[src/sirt_pkg.sv]
package sirt_pkg;

    // Field and register widths.
    localparam int NUMBER_W        = 32;
    localparam int CHAR_W          = 8;
    localparam int REG_W           = 64;
    localparam int LEN_W           = 5;
    localparam int CFG_INDEX_W     = 2;
    localparam int SYMBOL_COUNT    = 16;
    localparam int SYMBOL_IDX_W    = 4;

    // Divider: quotient bits resolved per cycle and phases per digit.
    localparam int DIV_BITS        = 8;
    localparam int DIV_PHASES      = NUMBER_W / DIV_BITS;
    localparam int PHASE_W         = $clog2(DIV_PHASES);
    localparam int REM_W           = 4;

    // Fixed characters.
    localparam logic [CHAR_W-1:0] CH_MINUS   = 8'h2D;
    localparam logic [CHAR_W-1:0] CH_PLUS    = 8'h2B;
    localparam logic [CHAR_W-1:0] CH_NEWLINE = 8'h0A;

    // Configuration register indexes.
    typedef enum logic [CFG_INDEX_W-1:0] {
        REG_SYMBOLS_LOW      = 2'd0,
        REG_SYMBOLS_HIGH     = 2'd1,
        REG_ALPHABET_LENGTH  = 2'd2
    } reg_index_t;

    // Sequencer states.
    typedef enum logic [6:0] {
        ST_IDLE    = 7'b0000001,
        ST_CHECK   = 7'b0000010,
        ST_SIGN    = 7'b0000100,
        ST_DIVIDE  = 7'b0001000,
        ST_READ    = 7'b0010000,
        ST_EMIT    = 7'b0100000,
        ST_NEWLINE = 7'b1000000
    } state_t;

    // Commands from the sequencer to the divider.
    typedef struct packed {
        logic load;
        logic step;
    } div_ctl_t;

    // Status from the divider, valid in the cycle of a step.
    typedef struct packed {
        logic             done;
        logic             quot_zero;
        logic [REM_W-1:0] rem;
    } div_sts_t;

endpackage

[src/sirt_if.sv]
// Channel that carries one number to convert.
interface sirt_number_if;
    logic                                 valid;
    logic                                 ready;
    logic signed [sirt_pkg::NUMBER_W-1:0] number;

    modport source (output valid, output number, input ready);
    modport sink (input valid, input number, output ready);
endinterface

// Channel that carries one text character.
interface sirt_text_if;
    logic                         valid;
    logic                         ready;
    logic [sirt_pkg::CHAR_W-1:0]  character;
    logic                         last;

    modport source (output valid, output character, output last, input ready);
    modport sink (input valid, input character, input last, output ready);
endinterface

[src/sirt_divider.sv]
module sirt_divider
(
    input  logic                          clk,
    input  logic                          rst_n,
    input  sirt_pkg::div_ctl_t            ctl,
    input  logic [sirt_pkg::NUMBER_W-1:0] load_value,
    input  logic [sirt_pkg::LEN_W-1:0]    radix,
    output sirt_pkg::div_sts_t            sts
);

    localparam int NW = sirt_pkg::NUMBER_W;
    localparam int RW = sirt_pkg::REM_W;
    localparam int PW = sirt_pkg::PHASE_W;
    localparam int LW = sirt_pkg::LEN_W;

    logic [NW-1:0] mag_reg;
    logic [NW-1:0] mag_next;
    logic [RW-1:0] rem_reg;
    logic [RW-1:0] rem_next;
    logic [PW-1:0] phase_reg;
    logic [PW-1:0] phase_next;

    logic [NW-1:0] shift_mag;
    logic [RW-1:0] shift_rem;
    logic [LW-1:0] trial;

    // Restoring division, several quotient bits a cycle. The quotient bits
    // shift into the low end of the magnitude as the dividend leaves the top.
    always_comb
    begin
        shift_mag = mag_reg;
        shift_rem = (phase_reg == '0) ? '0 : rem_reg;
        trial     = '0;
        for (int k = 0; k < sirt_pkg::DIV_BITS; k++)
        begin
            trial     = {shift_rem, shift_mag[NW-1]};
            shift_mag = {shift_mag[NW-2:0], 1'b0};
            if (trial >= radix)
            begin
                trial        = trial - radix;
                shift_mag[0] = 1'b1;
            end
            shift_rem = trial[RW-1:0];
        end
    end

    // Next-state selection for the divider registers.
    always_comb
    begin
        mag_next   = mag_reg;
        rem_next   = rem_reg;
        phase_next = phase_reg;
        if (ctl.load)
        begin
            mag_next   = load_value;
            rem_next   = '0;
            phase_next = '0;
        end
        else if (ctl.step)
        begin
            mag_next   = shift_mag;
            rem_next   = shift_rem;
            phase_next = PW'(phase_reg + 1'b1);
        end
    end

    assign sts.done      = ctl.step && (phase_reg == PW'(sirt_pkg::DIV_PHASES - 1));
    assign sts.quot_zero = (shift_mag == '0);
    assign sts.rem       = shift_rem;

    always_ff @(posedge clk or negedge rst_n)
    begin
        if (!rst_n)
        begin
            mag_reg   <= '0;
            rem_reg   <= '0;
            phase_reg <= '0;
        end
        else
        begin
            mag_reg   <= mag_next;
            rem_reg   <= rem_next;
            phase_reg <= phase_next;
        end
    end

endmodule

[src/signed_integer_to_radix_text.sv]
// Sequence: the alphabet is checked one symbol at a time, then a minus sign is queued
// for a negative value, the divider produces the digits, and each digit is read back
// and emitted; output stalls hold the sign, emit and newline steps. An invalid
// alphabet drops the item during the check, and the next item can then be taken.
// Throughput: one item at a time; the next is taken once the newline is queued.
// Reset: rst_n is asynchronous, active low; it clears control and configuration.
module signed_integer_to_radix_text
#(
    parameter int MAX_SYMBOLS = 16,
    parameter int DIGIT_SLOTS = 32
)
(
    input  logic                             clk,
    input  logic                             rst_n,
    input  logic                             cfg_we,
    input  logic [sirt_pkg::CFG_INDEX_W-1:0] cfg_index,
    input  logic [sirt_pkg::REG_W-1:0]       cfg_data,
    sirt_number_if.sink                      numbers,
    sirt_text_if.source                      text
);

    localparam int LW   = sirt_pkg::LEN_W;
    localparam int CW   = sirt_pkg::CHAR_W;
    localparam int NW   = sirt_pkg::NUMBER_W;
    localparam int SIW  = sirt_pkg::SYMBOL_IDX_W;
    localparam int CHKW = (MAX_SYMBOLS > 1) ? $clog2(MAX_SYMBOLS) : 1;
    localparam int AW   = $clog2(DIGIT_SLOTS);
    localparam int CNTW = AW + 1;

    // Configuration registers.
    logic [sirt_pkg::REG_W-1:0] symbols_low_reg;
    logic [sirt_pkg::REG_W-1:0] symbols_high_reg;
    logic [LW-1:0]              alphabet_length_reg;

    // Sequencer registers.
    sirt_pkg::state_t state_reg;
    sirt_pkg::state_t state_next;
    logic [CHKW-1:0]  chk_idx_reg;
    logic [CHKW-1:0]  chk_idx_next;
    logic [CNTW-1:0]  cnt_reg;
    logic [CNTW-1:0]  cnt_next;
    logic             neg_reg;
    logic             neg_next;

    // Output register.
    logic          out_valid_reg;
    logic          out_valid_next;
    logic [CW-1:0] out_char_reg;
    logic [CW-1:0] out_char_next;
    logic          out_last_reg;
    logic          out_last_next;

    // Digit store.
    logic [CW-1:0] digit_store [DIGIT_SLOTS];
    logic [CW-1:0] rd_data_reg;
    logic          wr_en;
    logic          rd_en;
    logic [CNTW-1:0] cnt_dec;

    // Divider connection.
    sirt_pkg::div_ctl_t div_ctl;
    sirt_pkg::div_sts_t div_sts;
    logic [NW-1:0]      magnitude;

    // Alphabet checking.
    logic [CW-1:0]  symbols [sirt_pkg::SYMBOL_COUNT];
    logic [CW-1:0]  chk_symbol;
    logic [LW-1:0]  chk_ext;
    logic           len_ok;
    logic           chk_bad;
    logic           accept;
    logic           slot_free;

    // Configuration writes.
    always_ff @(posedge clk or negedge rst_n)
    begin
        if (!rst_n)
        begin
            symbols_low_reg     <= '0;
            symbols_high_reg    <= '0;
            alphabet_length_reg <= '0;
        end
        else if (cfg_we)
        begin
            unique case (cfg_index)
                sirt_pkg::REG_SYMBOLS_LOW:     symbols_low_reg     <= cfg_data;
                sirt_pkg::REG_SYMBOLS_HIGH:    symbols_high_reg    <= cfg_data;
                sirt_pkg::REG_ALPHABET_LENGTH: alphabet_length_reg <= cfg_data[LW-1:0];
                default:                       ;
            endcase
        end
    end

    // Split the symbol registers into bytes.
    always_comb
    begin
        for (int k = 0; k < sirt_pkg::SYMBOL_COUNT; k++)
        begin
            if (k < 8)
            begin
                symbols[k] = symbols_low_reg[k*CW +: CW];
            end
            else
            begin
                symbols[k] = symbols_high_reg[(k-8)*CW +: CW];
            end
        end
    end

    // One symbol per cycle is checked against every later symbol in use.
    assign chk_ext    = LW'(chk_idx_reg);
    assign chk_symbol = symbols[SIW'(chk_idx_reg)];
    assign len_ok     = (alphabet_length_reg >= LW'(2)) &&
                        (alphabet_length_reg <= LW'(MAX_SYMBOLS));

    always_comb
    begin
        chk_bad = (chk_symbol == sirt_pkg::CH_MINUS) || (chk_symbol == sirt_pkg::CH_PLUS);
        for (int j = 0; j < MAX_SYMBOLS; j++)
        begin
            if ((LW'(j) > chk_ext) && (LW'(j) < alphabet_length_reg) &&
                (symbols[j] == chk_symbol))
            begin
                chk_bad = 1'b1;
            end
        end
    end

    // Two's complement magnitude; the most negative value maps to 2**31.
    assign magnitude = numbers.number[NW-1] ? (NW'(0) - NW'(numbers.number))
                                            : NW'(numbers.number);

    assign numbers.ready = (state_reg == sirt_pkg::ST_IDLE);
    assign accept        = numbers.valid && numbers.ready;
    assign slot_free     = !out_valid_reg || text.ready;
    assign cnt_dec       = CNTW'(cnt_reg - 1'b1);

    sirt_divider u_divider
    (
        .clk        (clk),
        .rst_n      (rst_n),
        .ctl        (div_ctl),
        .load_value (magnitude),
        .radix      (alphabet_length_reg),
        .sts        (div_sts)
    );

    // Sequencer.
    always_comb
    begin
        state_next     = state_reg;
        chk_idx_next   = chk_idx_reg;
        cnt_next       = cnt_reg;
        neg_next       = neg_reg;
        div_ctl        = '0;
        wr_en          = 1'b0;
        rd_en          = 1'b0;
        out_valid_next = out_valid_reg && !text.ready;
        out_char_next  = out_char_reg;
        out_last_next  = out_last_reg;

        unique case (state_reg)
            sirt_pkg::ST_IDLE:
            begin
                if (accept)
                begin
                    div_ctl.load = 1'b1;
                    neg_next     = numbers.number[NW-1];
                    chk_idx_next = '0;
                    cnt_next     = '0;
                    state_next   = sirt_pkg::ST_CHECK;
                end
            end
            sirt_pkg::ST_CHECK:
            begin
                priority if (!len_ok || chk_bad)
                begin
                    state_next = sirt_pkg::ST_IDLE;
                end
                else if (chk_ext == LW'(alphabet_length_reg - 1'b1))
                begin
                    state_next = neg_reg ? sirt_pkg::ST_SIGN : sirt_pkg::ST_DIVIDE;
                end
                else
                begin
                    chk_idx_next = CHKW'(chk_idx_reg + 1'b1);
                end
            end
            sirt_pkg::ST_SIGN:
            begin
                if (slot_free)
                begin
                    out_valid_next = 1'b1;
                    out_char_next  = sirt_pkg::CH_MINUS;
                    out_last_next  = 1'b0;
                    state_next     = sirt_pkg::ST_DIVIDE;
                end
            end
            sirt_pkg::ST_DIVIDE:
            begin
                div_ctl.step = 1'b1;
                if (div_sts.done)
                begin
                    wr_en    = 1'b1;
                    cnt_next = CNTW'(cnt_reg + 1'b1);
                    if (div_sts.quot_zero)
                    begin
                        state_next = sirt_pkg::ST_READ;
                    end
                end
            end
            sirt_pkg::ST_READ:
            begin
                rd_en      = 1'b1;
                cnt_next   = cnt_dec;
                state_next = sirt_pkg::ST_EMIT;
            end
            sirt_pkg::ST_EMIT:
            begin
                if (slot_free)
                begin
                    out_valid_next = 1'b1;
                    out_char_next  = rd_data_reg;
                    out_last_next  = 1'b0;
                    state_next     = (cnt_reg == '0) ? sirt_pkg::ST_NEWLINE
                                                     : sirt_pkg::ST_READ;
                end
            end
            sirt_pkg::ST_NEWLINE:
            begin
                if (slot_free)
                begin
                    out_valid_next = 1'b1;
                    out_char_next  = sirt_pkg::CH_NEWLINE;
                    out_last_next  = 1'b1;
                    state_next     = sirt_pkg::ST_IDLE;
                end
            end
            default:
            begin
                state_next = sirt_pkg::ST_IDLE;
            end
        endcase
    end

    // Digits are stored least significant first and read back in reverse.
    always_ff @(posedge clk)
    begin
        if (wr_en)
        begin
            digit_store[cnt_reg[AW-1:0]] <= symbols[div_sts.rem];
        end
    end

    always_ff @(posedge clk)
    begin
        if (rd_en)
        begin
            rd_data_reg <= digit_store[cnt_dec[AW-1:0]];
        end
    end

    // Control and output registers.
    always_ff @(posedge clk or negedge rst_n)
    begin
        if (!rst_n)
        begin
            state_reg     <= sirt_pkg::ST_IDLE;
            chk_idx_reg   <= '0;
            cnt_reg       <= '0;
            neg_reg       <= 1'b0;
            out_valid_reg <= 1'b0;
        end
        else
        begin
            state_reg     <= state_next;
            chk_idx_reg   <= chk_idx_next;
            cnt_reg       <= cnt_next;
            neg_reg       <= neg_next;
            out_valid_reg <= out_valid_next;
        end
    end

    always_ff @(posedge clk)
    begin
        out_char_reg <= out_char_next;
        out_last_reg <= out_last_next;
    end

    assign text.valid     = out_valid_reg;
    assign text.character = out_char_reg;
    assign text.last      = out_last_reg;

endmodule

[src/flat_wrapper.sv]
// flat-port wrapper written by rule: the top's interface ports become plain ports
module signed_integer_to_radix_text_flat 
#(
    parameter int MAX_SYMBOLS = 16,
    parameter int DIGIT_SLOTS = 32
)
  (clk, rst_n, cfg_we, cfg_index, cfg_data, numbers_valid, numbers_number, numbers_ready, text_valid, text_character, text_last, text_ready);
  sirt_number_if numbers_i ();
  sirt_text_if text_i ();
  input  logic clk;
  input  logic rst_n;
  input  logic cfg_we;
  input  logic [sirt_pkg::CFG_INDEX_W-1:0] cfg_index;
  input  logic [sirt_pkg::REG_W-1:0] cfg_data;
  input wire logic [$bits(numbers_i.valid)-1:0] numbers_valid;
  input wire logic [$bits(numbers_i.number)-1:0] numbers_number;
  output wire logic [$bits(numbers_i.ready)-1:0] numbers_ready;
  output wire logic [$bits(text_i.valid)-1:0] text_valid;
  output wire logic [$bits(text_i.character)-1:0] text_character;
  output wire logic [$bits(text_i.last)-1:0] text_last;
  input wire logic [$bits(text_i.ready)-1:0] text_ready;
  assign numbers_i.valid = numbers_valid;
  assign numbers_i.number = numbers_number;
  assign numbers_ready = numbers_i.ready;
  assign text_valid = text_i.valid;
  assign text_character = text_i.character;
  assign text_last = text_i.last;
  assign text_i.ready = text_ready;
  signed_integer_to_radix_text #(.MAX_SYMBOLS(MAX_SYMBOLS), .DIGIT_SLOTS(DIGIT_SLOTS)) u_core (.clk(clk), .rst_n(rst_n), .cfg_we(cfg_we), .cfg_index(cfg_index), .cfg_data(cfg_data), .numbers(numbers_i), .text(text_i));
endmodule
[config.mk]
export PLATFORM = sky130hd
export DESIGN_NAME = signed_integer_to_radix_text_flat
export DESIGN_NICKNAME = d
export VERILOG_FILES = /design/src/sirt_pkg.sv /design/src/sirt_if.sv /design/src/sirt_divider.sv /design/src/signed_integer_to_radix_text.sv /design/src/flat_wrapper.sv
export SDC_FILE = /design/constraint.sdc
export NUM_CORES = 1
export LEC_CHECK = 0
export BUFFER_PORTS_ARGS = -buffer_cell sky130_fd_sc_hd__buf_2
export CAP_MARGIN = 20
export CORE_ASPECT_RATIO = 0.9
export CORE_UTILIZATION = 40
export CTS_CLUSTER_DIAMETER = 60
export DETAILED_ROUTE_END_ITERATION = 8
export SYNTH_ARGS = -nofsm -noshare
export SYNTH_HDL_FRONTEND = slang
export SYNTH_SLANG_ARGS = --single-unit
[constraint.sdc]
create_clock -name clk -period 23 [get_ports clk]
set_clock_uncertainty 0.1 [all_clocks]
set_input_delay 4.6 -clock clk [delete_from_list [all_inputs] [get_ports clk]]
set_output_delay 4.6 -clock clk [all_outputs]
set_load 0.03 [all_outputs]
==> flow_summary.toml <==
[yosys]
synth_cells = 2215
synth_edf_count = 273
synth_top_area_frac = 0.306
synth.ff_latch_count = 463
syn-cell-area_sq_mm = 0.0268
yosys_warnings = 0
synthTopCellsByCount = "edfxtp_1 (273), dfrtp_1 (189), mux2_2 (169)"
synth.yosys.seq_area_share = 0.484
synth_ff_type = "edfxtp_1"
synth.most_common_cell = "edfxtp_1"
yosysTopAreaCell = "edfxtp_1"
async_reset_ff_frac = 0.410
syn_area_per_cell_sq_um = 12.1
synth_area_leaders = "edfxtp_1 (31%), dfrtp_1 (18%), mux4_2 (7.9%)"
syn_nets = 2377
synth.distinct_cells = 81

[timing]
finalWorstSetupSlack_ps = 6680
tightest_slew_ps = 1100
rsz0062_at_grt = "false"
setup_viol = 0
period_minus_slack_ps = 16320
clock.fmax_mhz = 61.3
drv_slew = 0
setup_tns_ps = 0
hold_viol = 0
max_slew_margin = 0.269
timing.final.crit_share = 0.709

[critical_path]
path_class = "reg -> reg"
r2r-start = "u_core.alphabet_length_reg[2]"
reg2reg_slack_ps = 6680
crit_slowest_cell = "buf_4"
reg2reg_depth = 67
timing.rr.end = "u_core.digit_store[9][0]"
crit_required_ps = 23250
start_kind = "register"
cp.arrival_ps = 16560
crit_path_frequent_cell = "o21ai_0"
end_kind = "register"
crit_fanout = 112
cpPeakStageDelay_ps = 780

[die]
die_h_um = 248
die_w_um = 275
initial_core_util = 0.406
num_io_pins = 114
rows = 89
design.die.area_sq_mm = 0.0680
core_area_sq_mm = 0.0659

[placement]
post-place-ws_ps = 6800
hpwl_um = 57800
numPortBuffers = 113
routabilityCongestion = 0.952
dp.cells = 3111

[route]
drc_errors = 14
vias_per_cell = 6.15
drtPass1Iterations = 7
drt_iter0_drc = 1986
drt-total-wl_um = 82700
vias = 19700
routedWlPerCell_um = 25.8
ant_nets = 0

[clocking]
cts.sinks = 463
htree_levels = 2
cts_made_buffers = 50
tritoncts = "yes"
path_clk_slew_ps = 60
ctsHoldBuffers = 0
root_buffer = "clkbuf_16"
clock_path_buffers = 3
post-cts-setup-buffers = 0
cts_resized = 0
clock_latency_ps = 640

[finish]
drive_above_1_share = 0.238
syn_to_final_growth_pct = 12.8
multi_input_area_sq_mm = 0.0131
largest_register_ffs = 256
stdcell_count = 3205
final_nets = 2462
regArea_sq_mm = 0.0130
fillers = 6010
final_core_util = 0.458

[min_path]
hold_depth = 2
hp-class = "reg -> reg"
min_from = "u_core.u_divider.rem_reg[2]"
whs_endpoint = "u_core.u_divider.rem_reg[2]"

[global_route]
grt_overflow = 0
grt_pass1_wl_um = 124000
grt_pass1_vias = 18700
antenna_found_initial = 6
grt.total_usage = 0.243
grt_max_degree = 114

[flow_run]
maxCapViolCount = 0

[outcome]
status = "finished with violations"
violations = "DRC"
## cells by family after synthesis
kind of cell,Yosys count,share of synthesized area
flops,463,0.484
xor+xnor,158,0.0517
simple gates,573,0.116
compound gates,417,0.106
mux,351,0.183
fa+ha+maj,60,0.0299
buf+inv,193,0.0302
## final cells by class
type | count | share of cell area
Antenna cell | 1 | 0.0000828
Clock buffer | 60 | 0.0430
Clock inverter | 32 | 0.0150
Inverter | 49 | 0.00609
Multi-Input combinational cell | 1559 | 0.434
Sequential cell | 463 | 0.429
Tap cell | 864 | 0.0358
Timing Repair Buffer | 177 | 0.0365
## layer usage
metal  track usage  vias up  wire length, um  part of all wire
met5             0        -               63           0.00076
met4        0.0632       10             2140             0.026
met3        0.0521      141             7190             0.087
met2         0.361      861            36200              0.44
met1         0.360    10100            37100              0.45
li1              -     8609                -                 -
## worst max-delay path by stage
stage,start,end,cells after the start
3_3_place_gp,u_core.alphabet_length_reg[2],u_core.digit_store[28][7],62
2_1_floorplan,u_core.alphabet_length_reg[2],u_core.digit_store[0][7],72
5_1_grt,u_core.alphabet_length_reg[2],u_core.digit_store[14][2],67
4_1_cts,u_core.alphabet_length_reg[2],u_core.digit_store[3][7],62
3_5_place_dp,u_core.alphabet_length_reg[2],u_core.digit_store[17][0],67
6_report,u_core.alphabet_length_reg[2],u_core.digit_store[9][0],67
## cells in the final DEF (no fill, tap or decap), drive strengths merged, types with 25 or more instances in the layout
cell	instances
xnor2	77
edfxtp	273
buf	176
mux2	169
and2	63
mux2i	88
nand3	39
xor2	81
a21oi	25
ha	52
nor3	32
o21ai	153
clkbuf	61
nand4	70
nor2b	73
a22oi	35
nand2	118
dfrtp	189
nor2	81
o211ai	62
mux4	94
inv	53
## metrics by stage
step / cell area [sq um] / hold slack (ps)
floorplan: 26800 / 359
global placement: 28400 / 375
detailed placement: 28400 / 379
CTS: 30200 / 393
global route: 30200 / 417
finish: 30200 / 391
## worst max-delay path: cells and delay by family, from the launching register on
kind	cells	cell delay [ps]
AO/OA/AOI/OAI	30	6180
adder cells (fa/ha/maj)	8	2320
buffers and inverters	8	2250
flip-flops	1	520
multiplexers	7	2350
AND/OR/NAND/NOR	14	2180
Power is not shown: default switching activity piles up to over one toggle a cycle in this logic, so the estimate is an artifact.
